**src/design/clt_pkg.sv**
```systemverilog
// ----------------------------------------------------------------------------
// clt_pkg: shared types and constants of the C-style lexer
// Field widths, the result record and the configuration register indexes.
// ----------------------------------------------------------------------------
`default_nettype none

package clt_pkg;

  // payload widths
  localparam int CHAR_W  = 8;
  localparam int LINE_W  = 20;  // width of the line_number field
  localparam int CNT_W   = 16;  // token counter and token limit register
  localparam int KEPT_W  = 6;   // max_token_chars and kept length
  localparam int CFG_W   = 16;  // configuration write data

  // counter and line saturation widths
  localparam int TOKEN_COUNT_BITS = CNT_W;
  localparam int LINE_BITS        = 20;
  localparam int MAX_CHARS        = 63;

  // configuration register indexes
  localparam int CFG_IDX_W = 1;
  localparam logic [CFG_IDX_W-1:0] REG_TOK_LIMIT       = 1'b0;
  localparam logic [CFG_IDX_W-1:0] REG_MAX_TOKEN_CHARS = 1'b1;

  // result queue
  localparam int QDEPTH  = 4;
  localparam int PTR_W   = $clog2(QDEPTH);
  localparam int QCNT_W  = $clog2(QDEPTH + 1);

  typedef struct packed {
    logic [CHAR_W-1:0] token_char;
    logic              token_start;
    logic              token_end;
    logic [LINE_W-1:0] line_number;
    logic              overflow_error;
    logic              last_of_run;
  } clt_result_t;

endpackage : clt_pkg

`default_nettype wire

```
**src/design/clt_if.sv**
```systemverilog
// ----------------------------------------------------------------------------
// clt_if: channel interfaces of the C-style lexer
// Source byte channel, result channel and configuration write channel.
// ----------------------------------------------------------------------------
`default_nettype none

interface clt_in_if;
  import clt_pkg::*;
  logic              valid;
  logic              ready;
  logic [CHAR_W-1:0] text_byte;
  logic              end_of_text;

  modport source (output valid, output text_byte, output end_of_text, input ready);
  modport sink   (input valid, input text_byte, input end_of_text, output ready);
endinterface : clt_in_if

interface clt_out_if;
  import clt_pkg::*;
  logic              valid;
  logic              ready;
  logic [CHAR_W-1:0] token_char;
  logic              token_start;
  logic              token_end;
  logic [LINE_W-1:0] line_number;
  logic              overflow_error;
  logic              last_of_run;

  modport source (output valid, output token_char, output token_start, output token_end,
                  output line_number, output overflow_error, output last_of_run,
                  input ready);
  modport sink   (input valid, input token_char, input token_start, input token_end,
                  input line_number, input overflow_error, input last_of_run,
                  output ready);
endinterface : clt_out_if

interface clt_cfg_if;
  import clt_pkg::*;
  logic                 valid;
  logic                 ready;
  logic [CFG_IDX_W-1:0] index;
  logic [CFG_W-1:0]     data;

  modport source (output valid, output index, output data, input ready);
  modport sink   (input valid, input index, input data, output ready);
endinterface : clt_cfg_if

`default_nettype wire

```
**src/design/clt_core.sv**
```systemverilog
// ----------------------------------------------------------------------------
// clt_core: lexer state and single-step token logic
// Holds the lexer state and configuration, and turns one registered source
// byte into up to two result records per cycle.
// ----------------------------------------------------------------------------
`default_nettype none

module clt_core (
  input  wire logic                   clk,
  input  wire logic                   rst_n,
  clt_cfg_if.sink                     cfg_chan,
  input  wire logic                   step_en,
  input  wire logic [clt_pkg::CHAR_W-1:0] step_byte,
  input  wire logic                   step_eot,
  output logic [1:0]                  push_n,
  output clt_pkg::clt_result_t        res0,
  output clt_pkg::clt_result_t        res1
);
  import clt_pkg::*;

  localparam logic [2:0] M_IDLE       = 3'd0;
  localparam logic [2:0] M_OP         = 3'd1;
  localparam logic [2:0] M_IDENT      = 3'd2;
  localparam logic [2:0] M_NUMBER     = 3'd3;
  localparam logic [2:0] M_LINE       = 3'd4;
  localparam logic [2:0] M_BLOCK      = 3'd5;
  localparam logic [2:0] M_BLOCK_STAR = 3'd6;

  localparam logic [CHAR_W-1:0] CH_NL    = 8'h0A;
  localparam logic [CHAR_W-1:0] CH_SLASH = 8'h2F;
  localparam logic [CHAR_W-1:0] CH_STAR  = 8'h2A;
  localparam logic [CHAR_W-1:0] CH_DOT   = 8'h2E;
  localparam logic [CHAR_W-1:0] CH_AMP   = 8'h26;
  localparam logic [CHAR_W-1:0] CH_BAR   = 8'h7C;
  localparam logic [CHAR_W-1:0] CH_EQ    = 8'h3D;
  localparam logic [CHAR_W-1:0] CH_BANG  = 8'h21;
  localparam logic [CHAR_W-1:0] CH_LT    = 8'h3C;
  localparam logic [CHAR_W-1:0] CH_GT    = 8'h3E;

  localparam logic [TOKEN_COUNT_BITS-1:0] CNT_MAX  = '1;
  localparam logic [LINE_BITS-1:0]        LINE_MAX = '1;
  localparam logic [LINE_BITS-1:0]        LINE_ONE = LINE_BITS'(1);

  function automatic logic is_alpha(input logic [CHAR_W-1:0] b);
    return (b >= 8'h61 && b <= 8'h7A) || (b >= 8'h41 && b <= 8'h5A) || b == 8'h5F;
  endfunction

  function automatic logic is_digit(input logic [CHAR_W-1:0] b);
    return b >= 8'h30 && b <= 8'h39;
  endfunction

  function automatic logic is_space(input logic [CHAR_W-1:0] b);
    return b == 8'h20 || b == 8'h09 || b == 8'h0B || b == 8'h0C || b == 8'h0D;
  endfunction

  function automatic logic is_op_lead(input logic [CHAR_W-1:0] b);
    return b == CH_SLASH || b == CH_AMP || b == CH_BAR || b == CH_EQ || b == CH_BANG ||
           b == CH_LT || b == CH_GT;
  endfunction

  function automatic logic pairs(input logic [CHAR_W-1:0] h, input logic [CHAR_W-1:0] b);
    logic p;
    p = 1'b0;
    if (h == CH_AMP) p = (b == CH_AMP);
    else if (h == CH_BAR) p = (b == CH_BAR);
    else if (h == CH_EQ || h == CH_BANG || h == CH_LT || h == CH_GT) p = (b == CH_EQ);
    return p;
  endfunction

  // configuration
  logic [CNT_W-1:0]  max_tok_r;
  logic [KEPT_W-1:0] max_chars_r;

  // lexer state
  logic [2:0]            mode_r, mode_nxt;
  logic [CHAR_W-1:0]     held_r, held_nxt;
  logic                  held_vld_r, held_vld_nxt;
  logic                  held_st_r, held_st_nxt;
  logic [KEPT_W-1:0]     kept_r, kept_nxt;
  logic [CNT_W-1:0]      cnt_r, cnt_nxt;
  logic [LINE_BITS-1:0]  line_r, line_nxt;
  logic                  halted_r, halted_nxt;

  logic [KEPT_W-1:0] lim;
  logic              lim_ge2;

  // two emit slots, A before B
  logic              a_v, a_st, a_en, b_v, b_st, b_en;
  logic [CHAR_W-1:0] a_ch, b_ch;
  logic              do_flush, do_take, do_ext, inc_line, set_line;

  logic              a_put, b_put, a_err, b_err, halt_a;
  logic [CNT_W-1:0]  cnt_a;
  clt_result_t       rec_a, rec_b;

  assign cfg_chan.ready = 1'b1;

  always_comb begin
    lim = max_chars_r;
    if (lim == '0) lim = KEPT_W'(1);
    if (int'(lim) > MAX_CHARS) lim = KEPT_W'(MAX_CHARS);
    lim_ge2 = lim >= KEPT_W'(2);
  end

  // step decode
  always_comb begin
    mode_nxt     = mode_r;
    held_nxt     = held_r;
    held_vld_nxt = held_vld_r;
    held_st_nxt  = held_st_r;
    kept_nxt     = kept_r;
    a_v = 1'b0; a_ch = '0; a_st = 1'b0; a_en = 1'b0;
    b_v = 1'b0; b_ch = '0; b_st = 1'b0; b_en = 1'b0;
    do_flush = 1'b0;
    do_take  = 1'b0;
    do_ext   = 1'b0;
    inc_line = 1'b0;
    set_line = 1'b0;

    if (step_en && !halted_r) begin
      if (step_eot || step_byte == '0) begin
        do_flush = 1'b1;
        set_line = 1'b1;
      end else begin
        unique case (mode_r)
          M_OP: begin
            if (held_r == CH_SLASH && step_byte == CH_SLASH) begin
              held_vld_nxt = 1'b0; held_st_nxt = 1'b0; held_nxt = '0; kept_nxt = '0;
              mode_nxt = M_LINE;
            end else if (held_r == CH_SLASH && step_byte == CH_STAR) begin
              held_vld_nxt = 1'b0; held_st_nxt = 1'b0; held_nxt = '0; kept_nxt = '0;
              mode_nxt = M_BLOCK;
            end else if (pairs(held_r, step_byte)) begin
              held_vld_nxt = 1'b0; held_st_nxt = 1'b0; held_nxt = '0; kept_nxt = '0;
              mode_nxt = M_IDLE;
              a_v = 1'b1; a_ch = held_r; a_st = 1'b1; a_en = !lim_ge2;
              b_v = lim_ge2; b_ch = step_byte; b_st = 1'b0; b_en = 1'b1;
            end else begin
              do_flush = 1'b1;
              do_take  = 1'b1;
            end
          end
          M_IDENT: begin
            if (is_alpha(step_byte) || is_digit(step_byte)) do_ext = 1'b1;
            else begin
              do_flush = 1'b1;
              do_take  = 1'b1;
            end
          end
          M_NUMBER: begin
            if (is_digit(step_byte) || step_byte == CH_DOT) do_ext = 1'b1;
            else begin
              do_flush = 1'b1;
              do_take  = 1'b1;
            end
          end
          M_LINE: begin
            if (step_byte == CH_NL) begin
              inc_line = 1'b1;
              mode_nxt = M_IDLE;
            end
          end
          M_BLOCK: begin
            if (step_byte == CH_STAR) mode_nxt = M_BLOCK_STAR;
            else if (step_byte == CH_NL) inc_line = 1'b1;
          end
          M_BLOCK_STAR: begin
            if (step_byte == CH_SLASH) mode_nxt = M_IDLE;
            else if (step_byte != CH_STAR) begin
              inc_line = (step_byte == CH_NL);
              mode_nxt = M_BLOCK;
            end
          end
          default: begin
            mode_nxt = M_IDLE;
            do_take  = 1'b1;
          end
        endcase
      end

      if (do_ext && kept_r < lim) begin
        a_v = 1'b1; a_ch = held_r; a_st = held_st_r; a_en = 1'b0;
        held_nxt    = step_byte;
        held_st_nxt = 1'b0;
        kept_nxt    = kept_r + KEPT_W'(1);
      end

      if (do_flush) begin
        a_v = held_vld_r; a_ch = held_r; a_st = held_st_r; a_en = 1'b1;
        held_vld_nxt = 1'b0; held_st_nxt = 1'b0; held_nxt = '0; kept_nxt = '0;
        mode_nxt = M_IDLE;
      end

      // a fresh byte handled as in idle mode, also the byte that ends a token
      if (do_take) begin
        if (step_byte == CH_NL) inc_line = 1'b1;
        else if (is_space(step_byte)) begin
        end else if (is_alpha(step_byte) || is_digit(step_byte) || is_op_lead(step_byte)) begin
          held_nxt = step_byte; held_vld_nxt = 1'b1; held_st_nxt = 1'b1;
          kept_nxt = KEPT_W'(1);
          if (is_alpha(step_byte)) mode_nxt = M_IDENT;
          else if (is_digit(step_byte)) mode_nxt = M_NUMBER;
          else mode_nxt = M_OP;
        end else begin
          b_v = 1'b1; b_ch = step_byte; b_st = 1'b1; b_en = 1'b1;
        end
      end
    end
  end

  // emit slots: token limit check and counting, A then B
  always_comb begin
    a_put  = a_v;
    a_err  = a_v && a_st && (cnt_r >= max_tok_r);
    halt_a = halted_r || a_err;
    cnt_a  = cnt_r;
    if (a_v && !a_err && a_st && cnt_r != CNT_MAX) cnt_a = cnt_r + CNT_W'(1);

    b_put   = b_v && !halt_a;
    b_err   = b_put && b_st && (cnt_a >= max_tok_r);
    cnt_nxt = cnt_a;
    if (b_put && !b_err && b_st && cnt_a != CNT_MAX) cnt_nxt = cnt_a + CNT_W'(1);
    halted_nxt = halt_a || b_err;

    rec_a.token_char     = a_err ? '0 : a_ch;
    rec_a.token_start    = a_st && !a_err;
    rec_a.token_end      = a_en && !a_err;
    rec_a.line_number    = line_r[LINE_W-1:0];
    rec_a.overflow_error = a_err;
    rec_a.last_of_run    = !b_put;

    rec_b.token_char     = b_err ? '0 : b_ch;
    rec_b.token_start    = b_st && !b_err;
    rec_b.token_end      = b_en && !b_err;
    rec_b.line_number    = line_r[LINE_W-1:0];
    rec_b.overflow_error = b_err;
    rec_b.last_of_run    = 1'b1;

    push_n = {1'b0, a_put} + {1'b0, b_put};
    res0   = a_put ? rec_a : rec_b;
    res1   = rec_b;
  end

  always_comb begin
    line_nxt = line_r;
    if (set_line) line_nxt = LINE_ONE;
    else if (inc_line && line_r != LINE_MAX) line_nxt = line_r + LINE_BITS'(1);
  end

  always_ff @(posedge clk) begin
    if (!rst_n) begin
      max_tok_r   <= CNT_W'(65535);
      max_chars_r <= KEPT_W'(63);
    end else if (cfg_chan.valid) begin
      unique case (cfg_chan.index)
        REG_TOK_LIMIT:       max_tok_r   <= cfg_chan.data[CNT_W-1:0];
        REG_MAX_TOKEN_CHARS: max_chars_r <= cfg_chan.data[KEPT_W-1:0];
        default: ;
      endcase
    end
  end

  always_ff @(posedge clk) begin
    if (!rst_n) begin
      mode_r     <= M_IDLE;
      held_r     <= '0;
      held_vld_r <= 1'b0;
      held_st_r  <= 1'b0;
      kept_r     <= '0;
      cnt_r      <= '0;
      line_r     <= LINE_ONE;
      halted_r   <= 1'b0;
    end else begin
      mode_r     <= mode_nxt;
      held_r     <= held_nxt;
      held_vld_r <= held_vld_nxt;
      held_st_r  <= held_st_nxt;
      kept_r     <= kept_nxt;
      cnt_r      <= cnt_nxt;
      line_r     <= line_nxt;
      halted_r   <= halted_nxt;
    end
  end

  a_halt_sticky: assert property (@(posedge clk) disable iff (!rst_n)
    halted_r |=> halted_r) else $error("halt flag cleared without reset");

  a_no_push_halted: assert property (@(posedge clk) disable iff (!rst_n)
    halted_r |-> push_n == 2'd0) else $error("result produced while halted");

  a_line_nonzero: assert property (@(posedge clk) disable iff (!rst_n)
    line_r != '0) else $error("line counter reached zero");

endmodule : clt_core

`default_nettype wire

```
**src/design/clt_outq.sv**
```systemverilog
// ----------------------------------------------------------------------------
// clt_outq: result queue of the C-style lexer
// Small register queue taking up to two results per cycle and handing one
// per transaction to the result channel.
// ----------------------------------------------------------------------------
`default_nettype none

module clt_outq (
  input  wire logic                 clk,
  input  wire logic                 rst_n,
  input  wire logic [1:0]           push_n,
  input  wire clt_pkg::clt_result_t push_d0,
  input  wire clt_pkg::clt_result_t push_d1,
  output logic                      space2,
  clt_out_if.source                 out_chan
);
  import clt_pkg::*;

  clt_result_t       mem [QDEPTH];
  logic [PTR_W-1:0]  wr_r, rd_r, wr1;
  logic [QCNT_W-1:0] cnt_r, cnt_nxt;
  logic              pop;
  clt_result_t       head;

  assign wr1    = wr_r + PTR_W'(1);
  assign pop    = out_chan.valid && out_chan.ready;
  assign space2 = cnt_r <= QCNT_W'(QDEPTH - 2);
  assign cnt_nxt = cnt_r + QCNT_W'(push_n) - QCNT_W'(pop);
  assign head   = mem[rd_r];

  assign out_chan.valid          = cnt_r != '0;
  assign out_chan.token_char     = head.token_char;
  assign out_chan.token_start    = head.token_start;
  assign out_chan.token_end      = head.token_end;
  assign out_chan.line_number    = head.line_number;
  assign out_chan.overflow_error = head.overflow_error;
  assign out_chan.last_of_run    = head.last_of_run;

  always_ff @(posedge clk) begin
    if (push_n != 2'd0) mem[wr_r] <= push_d0;
    if (push_n == 2'd2) mem[wr1]  <= push_d1;
  end

  always_ff @(posedge clk) begin
    if (!rst_n) begin
      wr_r  <= '0;
      rd_r  <= '0;
      cnt_r <= '0;
    end else begin
      wr_r  <= wr_r + PTR_W'(push_n);
      if (pop) rd_r <= rd_r + PTR_W'(1);
      cnt_r <= cnt_nxt;
    end
  end

  a_no_overfill: assert property (@(posedge clk) disable iff (!rst_n)
    cnt_r <= QCNT_W'(QDEPTH)) else $error("result queue overfilled");

endmodule : clt_outq

`default_nettype wire

```
**src/design/c_like_lexer_tokenizer.sv**
```systemverilog
// Flow: a byte is registered on acceptance, stepped through the lexer once
// the result queue has room for two results, and its results are offered on the
// output from the result queue. Throughput: one byte per cycle while the queue has
// room for two; a byte that yields two results (a paired operator, or a flush plus
// a one-character token) is buffered by a four-entry result queue.
// Reset (synchronous, rst_n low) restores configuration defaults and lexer state.
// ----------------------------------------------------------------------------
// c_like_lexer_tokenizer: streaming C-style lexer
// Byte input register, lexer step core and result queue.
// ----------------------------------------------------------------------------
`default_nettype none

module c_like_lexer_tokenizer (
  input  wire logic clk,
  input  wire logic rst_n,
  clt_in_if.sink    in_chan,
  clt_out_if.source out_chan,
  clt_cfg_if.sink   cfg_chan
);
  import clt_pkg::*;

  logic              in_vld_r;
  logic [CHAR_W-1:0] in_byte_r;
  logic              in_eot_r;
  logic              adv;
  logic              space2;
  logic [1:0]        push_n;
  clt_result_t       res0, res1;

  // step the held byte only when the queue can take two results
  assign adv           = in_vld_r && space2;
  assign in_chan.ready = !in_vld_r || adv;

  always_ff @(posedge clk) begin
    if (!rst_n) begin
      in_vld_r <= 1'b0;
    end else if (in_chan.valid && in_chan.ready) begin
      in_vld_r <= 1'b1;
    end else if (adv) begin
      in_vld_r <= 1'b0;
    end
  end

  always_ff @(posedge clk) begin
    if (in_chan.valid && in_chan.ready) begin
      in_byte_r <= in_chan.text_byte;
      in_eot_r  <= in_chan.end_of_text;
    end
  end

  clt_core u_core (
    .clk       (clk),
    .rst_n     (rst_n),
    .cfg_chan  (cfg_chan),
    .step_en   (adv),
    .step_byte (in_byte_r),
    .step_eot  (in_eot_r),
    .push_n    (push_n),
    .res0      (res0),
    .res1      (res1)
  );

  clt_outq u_outq (
    .clk      (clk),
    .rst_n    (rst_n),
    .push_n   (push_n),
    .push_d0  (res0),
    .push_d1  (res1),
    .space2   (space2),
    .out_chan (out_chan)
  );

  a_hold_stalled: assert property (@(posedge clk) disable iff (!rst_n)
    in_vld_r && !adv |=> in_vld_r && $stable(in_byte_r) && $stable(in_eot_r))
    else $error("stalled input byte lost or changed");

endmodule : c_like_lexer_tokenizer

`default_nettype wire
```
**src/flat_wrapper.sv**
```systemverilog
// flat-port wrapper written by rule: the top's interface ports become plain ports
module c_like_lexer_tokenizer_flat import clt_pkg::*;
  (clk, rst_n, in_chan_valid, in_chan_text_byte, in_chan_end_of_text, in_chan_ready, out_chan_valid, out_chan_token_char, out_chan_token_start, out_chan_token_end, out_chan_line_number, out_chan_overflow_error, out_chan_last_of_run, out_chan_ready, cfg_chan_valid, cfg_chan_index, cfg_chan_data, cfg_chan_ready);
  clt_in_if in_chan_i ();
  clt_out_if out_chan_i ();
  clt_cfg_if cfg_chan_i ();
  input  wire logic clk;
  input  wire logic rst_n;
  input wire logic [$bits(in_chan_i.valid)-1:0] in_chan_valid;
  input wire logic [$bits(in_chan_i.text_byte)-1:0] in_chan_text_byte;
  input wire logic [$bits(in_chan_i.end_of_text)-1:0] in_chan_end_of_text;
  output wire logic [$bits(in_chan_i.ready)-1:0] in_chan_ready;
  output wire logic [$bits(out_chan_i.valid)-1:0] out_chan_valid;
  output wire logic [$bits(out_chan_i.token_char)-1:0] out_chan_token_char;
  output wire logic [$bits(out_chan_i.token_start)-1:0] out_chan_token_start;
  output wire logic [$bits(out_chan_i.token_end)-1:0] out_chan_token_end;
  output wire logic [$bits(out_chan_i.line_number)-1:0] out_chan_line_number;
  output wire logic [$bits(out_chan_i.overflow_error)-1:0] out_chan_overflow_error;
  output wire logic [$bits(out_chan_i.last_of_run)-1:0] out_chan_last_of_run;
  input wire logic [$bits(out_chan_i.ready)-1:0] out_chan_ready;
  input wire logic [$bits(cfg_chan_i.valid)-1:0] cfg_chan_valid;
  input wire logic [$bits(cfg_chan_i.index)-1:0] cfg_chan_index;
  input wire logic [$bits(cfg_chan_i.data)-1:0] cfg_chan_data;
  output wire logic [$bits(cfg_chan_i.ready)-1:0] cfg_chan_ready;
  assign in_chan_i.valid = in_chan_valid;
  assign in_chan_i.text_byte = in_chan_text_byte;
  assign in_chan_i.end_of_text = in_chan_end_of_text;
  assign in_chan_ready = in_chan_i.ready;
  assign out_chan_valid = out_chan_i.valid;
  assign out_chan_token_char = out_chan_i.token_char;
  assign out_chan_token_start = out_chan_i.token_start;
  assign out_chan_token_end = out_chan_i.token_end;
  assign out_chan_line_number = out_chan_i.line_number;
  assign out_chan_overflow_error = out_chan_i.overflow_error;
  assign out_chan_last_of_run = out_chan_i.last_of_run;
  assign out_chan_i.ready = out_chan_ready;
  assign cfg_chan_i.valid = cfg_chan_valid;
  assign cfg_chan_i.index = cfg_chan_index;
  assign cfg_chan_i.data = cfg_chan_data;
  assign cfg_chan_ready = cfg_chan_i.ready;
  c_like_lexer_tokenizer u_core (.clk(clk), .rst_n(rst_n), .in_chan(in_chan_i), .out_chan(out_chan_i), .cfg_chan(cfg_chan_i));
endmodule
```
**config.mk**
```make
export PLATFORM = sky130hd
export DESIGN_NAME = c_like_lexer_tokenizer_flat
export DESIGN_NICKNAME = d
export VERILOG_FILES = /design/src/design/clt_pkg.sv /design/src/design/clt_if.sv /design/src/design/clt_core.sv /design/src/design/clt_outq.sv /design/src/design/c_like_lexer_tokenizer.sv /design/src/flat_wrapper.sv
export SDC_FILE = /design/constraint.sdc
export NUM_CORES = 1
export LEC_CHECK = 0
export BUFFER_PORTS_ARGS = -buffer_cell sky130_fd_sc_hd__buf_4
export CORE_UTILIZATION = 67
export DETAILED_ROUTE_END_ITERATION = 10
export PLACE_DENSITY = 0.95
export SKIP_CTS_REPAIR_TIMING = 1
export SLEW_MARGIN = 20
export SYNTH_ARGS = -nofsm -noshare
export SYNTH_HDL_FRONTEND = slang
export SYNTH_SLANG_ARGS = --single-unit
export TNS_END_PERCENT = 100
```
**constraint.sdc**
```tcl
create_clock -name clk -period 13.8 [get_ports clk]
set_input_delay 2.07 -clock clk [delete_from_list [all_inputs] [get_ports clk]]
set_output_delay 2.07 -clock clk [all_outputs]
set_load 0.05 [all_outputs]
```
Yosys cells after proc, flatten, opt, wreduce, memory -nomap -nowiden
Memory sizes are Yosys's and may differ from the RTL's. A register that Yosys moved wholly into a read port is not among the register bits.
Index checks and enable logic that the tools add are counted.
{"block": "classes", "reduce_logical": 65, "magnitude_cmp": 11, "eq_ne": 34, "mux": 165, "bitwise_logic": 2, "addsub": 10}
{"operator": "$mux W8", "n": 31}
{"operator": "$eq A8 B6 Y1 const B", "n": 15}
{"operator": "$mux W1", "n": 97}
{"operator": "$mux W6", "n": 12}
{"operator": "$eq A8 B4 Y1 const B", "n": 5}
{"operator": "$mux W3", "n": 13}
{"operator": "$add A16 B1 Y16 const B", "n": 2}
{"operator": "$ge A16 B16 Y1", "n": 2}
{"operator": "$mux W16", "n": 2}
{"operator": "$mux W32", "n": 1}
{"operator": "$ne A16 B16 Y1 const B", "n": 2}
{"operator": "$logic_and A1 B1 Y1", "n": 26}
{"operator": "$eq A8 B7 Y1 const B", "n": 3}
{"operator": "$logic_or A1 B1 Y1", "n": 22}
{"operator": "$add A20 B1 Y20 const B", "n": 1}
{"operator": "$ne A20 B20 Y1 const B", "n": 1}
{"operator": "$ge A8 B7 Y1 const B", "n": 2}
{"operator": "$le A8 B7 Y1 const B", "n": 2}
{"operator": "$pmux W3 S5", "n": 1}
{"operator": "$eq A3 B3 Y1 const B", "n": 3}
{"operator": "$ge A8 B6 Y1 const B", "n": 1}
{"operator": "$le A8 B6 Y1 const B", "n": 1}
{"operator": "$logic_not A8 Y1", "n": 1}
{"operator": "$mux W2", "n": 4}
{"operator": "24 further kinds", "n": 37}
{"block": "word_totals", "output_inout_bits": 35, "ramBits": 128, "inputBits": 31, "wordCells": 304, "memories": 1, "register_bits": 95}
{"name": "u_core.u_outq.mem", "words": 4, "width": 32, "read_ports": 1, "rd_ports_with_merged_regs": 1, "write_ports": 2, "line_no": "clt_outq.sv:19", "text": "clt_result_t mem [QDEPTH];"}

Logic depth before layout (Yosys ltp)
{"block": "logic_depth", "depth_word": 34, "ltp_mapped": 26, "ltp_nobuf": 23}

Modules after synthesis
From an unflattened synthesis, not the netlist that was laid out.
{"block": "unflattened", "hier_cells": 1167, "area_unflattened_um2": 13088.8}
{"module": "clt_outq", "cells_each": 364, "seq_area_each_um2": 4023.9, "area_each_um2": 6731.5, "instances": 1}
{"module": "clt_core", "cells_each": 788, "seq_area_each_um2": 1561.5, "area_each_um2": 6022.0, "instances": 1}
{"module": "c_like_lexer_tokenizer", "cells_each": 15, "seq_area_each_um2": 290.3, "area_each_um2": 335.3, "instances": 1}

Worst setup path after synthesis
No wires, ideal clock.
{"block": "synth_timing", "path_kind": "flip-flop to flip-flop", "startpoint": "register u_core.in_byte_r[0]", "endpoint": "register u_core.u_core.cnt_r[13]", "n_path_buf": 3, "path_stages_with_launch": 25, "slack_ps": 7515, "setup_time_ps": 70, "synth_period_minus_slack_ps": 6285, "t_required_ps": 13730, "arrival_time_ps": 6214, "cell_sequence": "edfxtp_1 > buf_6 > or4_4 > nor2_2 > nor4_1 > o31a_1 > a31o_1 > or4_4 > buf_2 > nor2_1 > clkbuf_1 > nand3_1 > xnor2_1 > ha_1 > a21o_1 > a21oi_1 > o21ai_0 > a2111o_1 > a21o_1 > a211oi_1 > or3b_2 > a211oi_1 > nand4_1 > or4_1 > a21oi_1"}
{"block": "synth_via", "elab_chain_cells": 31, "elab_cells_between_ends": 115, "cone_classes": "add/sub (1); order compare (7); eq/ne (17); mux (52); reduce/logical (38)"}
{"item": "start: declaration", "line_no": "c_like_lexer_tokenizer.sv:23", "text": "logic [CHAR_W-1:0] in_byte_r;"}
{"item": "start signal: assignment", "line_no": "c_like_lexer_tokenizer.sv:46", "text": "in_byte_r <= in_chan.text_byte;"}
{"item": "$eq A8 B6 Y1", "line_no": "clt_core.sv:57, clt_core.sv:66"}
{"item": "$mux W1", "line_no": "clt_core.sv:66", "text": "else if (h == CH_EQ || h == CH_BANG || h == CH_LT || h == CH_GT) p = (b == CH_EQ);"}
{"item": "$mux W1", "line_no": "clt_core.sv:65", "text": "else if (h == CH_BAR) p = (b == CH_BAR);"}
{"item": "$mux W1", "line_no": "clt_core.sv:64", "text": "if (h == CH_AMP) p = (b == CH_AMP);"}
{"item": "$mux W1", "line_no": "clt_core.sv:130", "text": "end else if (held_r == CH_SLASH && step_byte == CH_STAR) begin"}
{"item": "$mux W1", "line_no": "clt_core.sv:127", "text": "if (held_r == CH_SLASH && step_byte == CH_SLASH) begin"}
{"item": "$mux W1", "line_no": "clt_core.sv:125", "text": "unique case (mode_r)"}
{"item": "$mux W1", "line_no": "clt_core.sv:121", "text": "if (step_eot || step_byte == '0) begin"}
{"item": "[11 not listed]"}
{"item": "$logic_not A1 Y1", "line_no": "clt_core.sv:217", "text": "if (a_v && !a_err && a_st && cnt_r != CNT_MAX) cnt_a = cnt_r + CNT_W'(1);"}
{"item": "$logic_and A1 B1 Y1 (3 in a row)", "line_no": "clt_core.sv:217"}
{"item": "$mux W16", "line_no": "clt_core.sv:217"}
{"item": "$ge A16 B16 Y1", "line_no": "clt_core.sv:220", "text": "b_err = b_put && b_st && (cnt_a >= max_tok_r);"}
{"item": "$logic_and A1 B1 Y1", "line_no": "clt_core.sv:220"}
{"item": "$logic_not A1 Y1", "line_no": "clt_core.sv:222", "text": "if (b_put && !b_err && b_st && cnt_a != CNT_MAX) cnt_nxt = cnt_a + CNT_W'(1);"}
{"item": "$logic_and A1 B1 Y1 (3 in a row)", "line_no": "clt_core.sv:222"}
{"item": "$mux W16 (*)", "line_no": "clt_core.sv:222"}
{"item": "end signal: assignment", "line_no": "clt_core.sv:279", "text": "cnt_r <= cnt_nxt;"}
{"item": "end: declaration", "line_no": "clt_core.sv:80", "text": "logic [CNT_W-1:0] cnt_r, cnt_nxt;"}
Every way passes the cells marked *; elsewhere a longest branch is shown, timed or not. The select of a mux whose other input is x is not followed.
A chain may end at the register's enable or synchronous reset.

Worst setup path in the final report
{"block": "layout_timing", "startpoint": "register u_core.in_byte_r[4]", "endpoint": "register u_core.u_core.cnt_r[13]"}
The elaborated chain is that of the path after synthesis.

==> results.json <==
{
  "nets": 1253,
  "relSlewSlack_pct": 23.7,
  "drv_cap": 0,
  "first_global_vias": 9269,
  "drtPass1Iterations": 7,
  "worst-r2r-setup-slack_ps": 6330,
  "async_flop_share_pct": 0,
  "hold_start": "u_core.u_outq.mem[0][0]",
  "yosys-top-cells-area": "edfxtp_1, dfxtp_1, mux4_2",
  "dp_hpwl_um": 19500,
  "grt_max_degree": 52,
  "status": "completed",
  "cts_tree": "yes",
  "cts_buffers": 23,
  "dp_slack_ps": 6630,
  "cp.arrival_ps": 7910,
  "start_util_pct": 69.5,
  "worst_slew_pin_slew_ps": 1140,
  "core_mm2": 0.0175,
  "final_core_util_pct": 76.7,
  "grt_pass1_wl_um": 47100,
  "ys_warn_count": 0,
  "powerDensity_mw_per_mm2": 135,
  "clk-insertion-delay-late_ps": 520,
  "fin_crit_sh_pct": 54.2,
  "vias_per_cell": 6.72,
  "synthFlopType": "edfxtp_1",
  "p_leak_uw": 0.00490,
  "hold_end": "u_core.u_outq.mem[0][0]",
  "ys_seq_area_share_pct": 48.1,
  "hold_viol": 0,
  "end_kind": "flip-flop",
  "netlist_area_mm2": 0.0121,
  "irDropWorstVdd_mv": 0.125,
  "crit_required_ps": 14240,
  "slew_viol_final": 0,
  "syn_inst": 1148,
  "reg2reg_from": "u_core.in_byte_r[4]",
  "areaGrowthSynthToFinish_pct": 10.4,
  "die-area_mm2": 0.0187,
  "crit_path_start_kind": "flip-flop",
  "synthTopCellsByCount": "edfxtp_1, and2_1, nand2_1",
  "drive_above_1_share_pct": 13.8,
  "rows": 48,
  "hold_path_depth": 2,
  "setup_violations": 0,
  "drtIter0Drc": 1005,
  "crit_fanout": 14,
  "synth_seq_cells": 225,
  "fin_tns_setup_ps": 0,
  "htreeDepth": 1,
  "fin_ws_ps": 6330,
  "cts_sinks": 225,
  "fmax_mhz": 134,
  "startpoint": "u_core.in_byte_r[4]",
  "vias": 9515,
  "routedWlPerCell_um": 20.9,
  "portBuffers": 64,
  "fin_worst_skew_ps": 12.5,
  "drt-total-wl_um": 29600,
  "synth_cell_types": 81,
  "pin_count": 66,
  "clockBufferDepth": 3,
  "synth_most_common_cell": "edfxtp_1",
  "post_synth.cell_area_avg_um2": 10.6,
  "cts_root_buf": "clkbuf_16",
  "min_path_type": "flip-flop to flip-flop",
  "r2r_cells": 21,
  "grt_usage_pct": 32.2,
  "place_congestion": 0.954,
  "worst-setup-path-type": "flip-flop to flip-flop",
  "synth_area_leader_cell": "edfxtp_1",
  "drc": 0,
  "diodes": 0,
  "dieWidth_um": 137,
  "synth_fp_nets": 1228,
  "grt_overflow_total": 0,
  "p_total_uw": 1820,
  "die_h_um": 137,
  "period_minus_slack_ps": 7470,
  "r2r_end": "u_core.u_core.cnt_r[13]",
  "synth_edf_count": 133,
  "synth_top_area_share_pct": 32.9,
  "antenna_found_initial": 0,
  "rsz0062_at_grt": "false",
  "path_clk_slew_ps": 60,
  "ant_nets": 0
}
## cell families (layout without fill, tap and decap cells)
logic type / count (synthesis) / after routing / share of synthesized area [%]
multiplexers: 42 / 42 / 6.79
XOR/XNOR: 38 / 38 / 2.74
other: 1 / 1 / 0.0309
flip-flops: 225 / 225 / 48.1
AND/OR/NAND/NOR: 439 / 439 / 19.3
adder cells (fa/ha/maj): 49 / 49 / 5.11
buffers and inverters: 115 / 157 / 3.82
AO/OA/AOI/OAI: 239 / 239 / 14.1
## where the power goes
group          internal [uW]  switching, uW  leakage [uW]
Combinational            155            282       0.00265
Clock                    336            260      0.000341
Sequential               751           31.0       0.00190
Total                   1240            573       0.00490
## cell usage in the layout, fill, tap and decap left out, drive strengths merged, types with 6 or more instances in the layout
cell / count
o22ai: 11
nand4: 21
o21a: 8
mux2i: 7
or4: 6
o21ai: 33
dfxtp: 92
nand2: 94
a21o: 9
o211ai: 35
nand3b: 7
a31oi: 9
mux4: 32
clkbuf: 32
and2: 95
or2: 7
ha: 48
nor2b: 8
and3: 13
xnor2: 20
nor3: 22
edfxtp: 133
buf: 71
a22oi: 7
a22o: 33
a21oi: 40
nand2b: 13
xor2: 18
nor4: 10
nor2: 80
or3: 13
clkinv: 6
nand3: 30
inv: 45
a211oi: 8
## worst max-delay path, stage by stage (launching register included)
cell      delay [ps]
edfxtp_1         600
nor4b_2          500
nand2_1          200
o31ai_1          550
nand3b_1         230
a21oi_1          170
or4_4            670
nor2_1           730
nand3_1          210
xnor2_1          280
ha_1             290
a21o_1           160
a21oi_1          150
o21ai_0           90
a2111o_1         410
a21o_1           170
a211oi_1         270
or3b_2           540
a211oi_1         340
nand4_1          220
or4_1            450
a21oi_1          140
## worst max-delay path by stage
| stage | to | slack [ps] | cells after the start |
|---|---|---|---|
| final | u_core.u_core.cnt_r[13] | 6330 | 21 |
| after floorplan | u_core.u_core.cnt_r[13] | 7520 | 24 |
| after detailed placement | u_core.u_core.cnt_r[13] | 6630 | 21 |
| after global placement | u_core.u_core.cnt_r[13] | 6770 | 21 |
| after global routing | u_core.u_core.cnt_r[13] | 5850 | 21 |
| after CTS | u_core.u_core.cnt_r[13] | 6570 | 21 |
## metrics by stage
step	cells	hold slack [ps]	cell area (um^2)
2_1_floorplan	1148	437	12100
3_3_place_gp	1373	455	12700
3_5_place_dp	1373	470	12700
4_1_cts	1415	474	13400
5_1_grt	1415	523	13400
6_report	1415	478	13400
## routing by layer
| metal | vias to the layer above | routed length, um | GRT usage [%] | share of wire (%) |
|---|---|---|---|---|
| li1 | 4330 | - | - | - |
| met1 | 4509 | 11400 | 40.0 | 38 |
| met2 | 555 | 14600 | 55.3 | 49 |
| met3 | 121 | 2410 | 4.78 | 8.1 |
| met4 | 0 | 1240 | 14.6 | 4.2 |
| met5 | - | 0 | 0 | 0 |
## layout make-up
| type | instances | area [um^2] |
|---|---|---|
| Clock inverter | 10 | 95.1 |
| Fill cell | 1037 | 4080 |
| Tap cell | 225 | 282 |
| Timing Repair Buffer | 71 | 533 |
| Inverter | 44 | 165 |
| Sequential cell | 225 | 5840 |
| Multi-Input combinational cell | 808 | 5870 |
| Clock buffer | 32 | 619 |
## registers in the layout (all words and copies together) (netlist names), named ones only
signal	flops
u_core.in_byte_r	8
u_core.u_core.cnt_r	16
u_core.u_core.held_r	8
u_core.in_eot_r	1
u_core.u_core.max_tok_r	16
u_core.u_core.halted_r	1
u_core.u_core.line_r	20
u_core.u_core.held_vld_r	1
u_core.in_vld_r	1
u_core.u_core.kept_r	6
u_core.u_core.held_st_r	1
u_core.u_outq.cnt_r	3
u_core.u_core.max_chars_r	6
u_core.u_outq.rd_r	2
u_core.u_outq.wr_r	2
u_core.u_core.mode_r	3
u_core.u_outq.mem	128
Power figures use the tool's default switching activity.
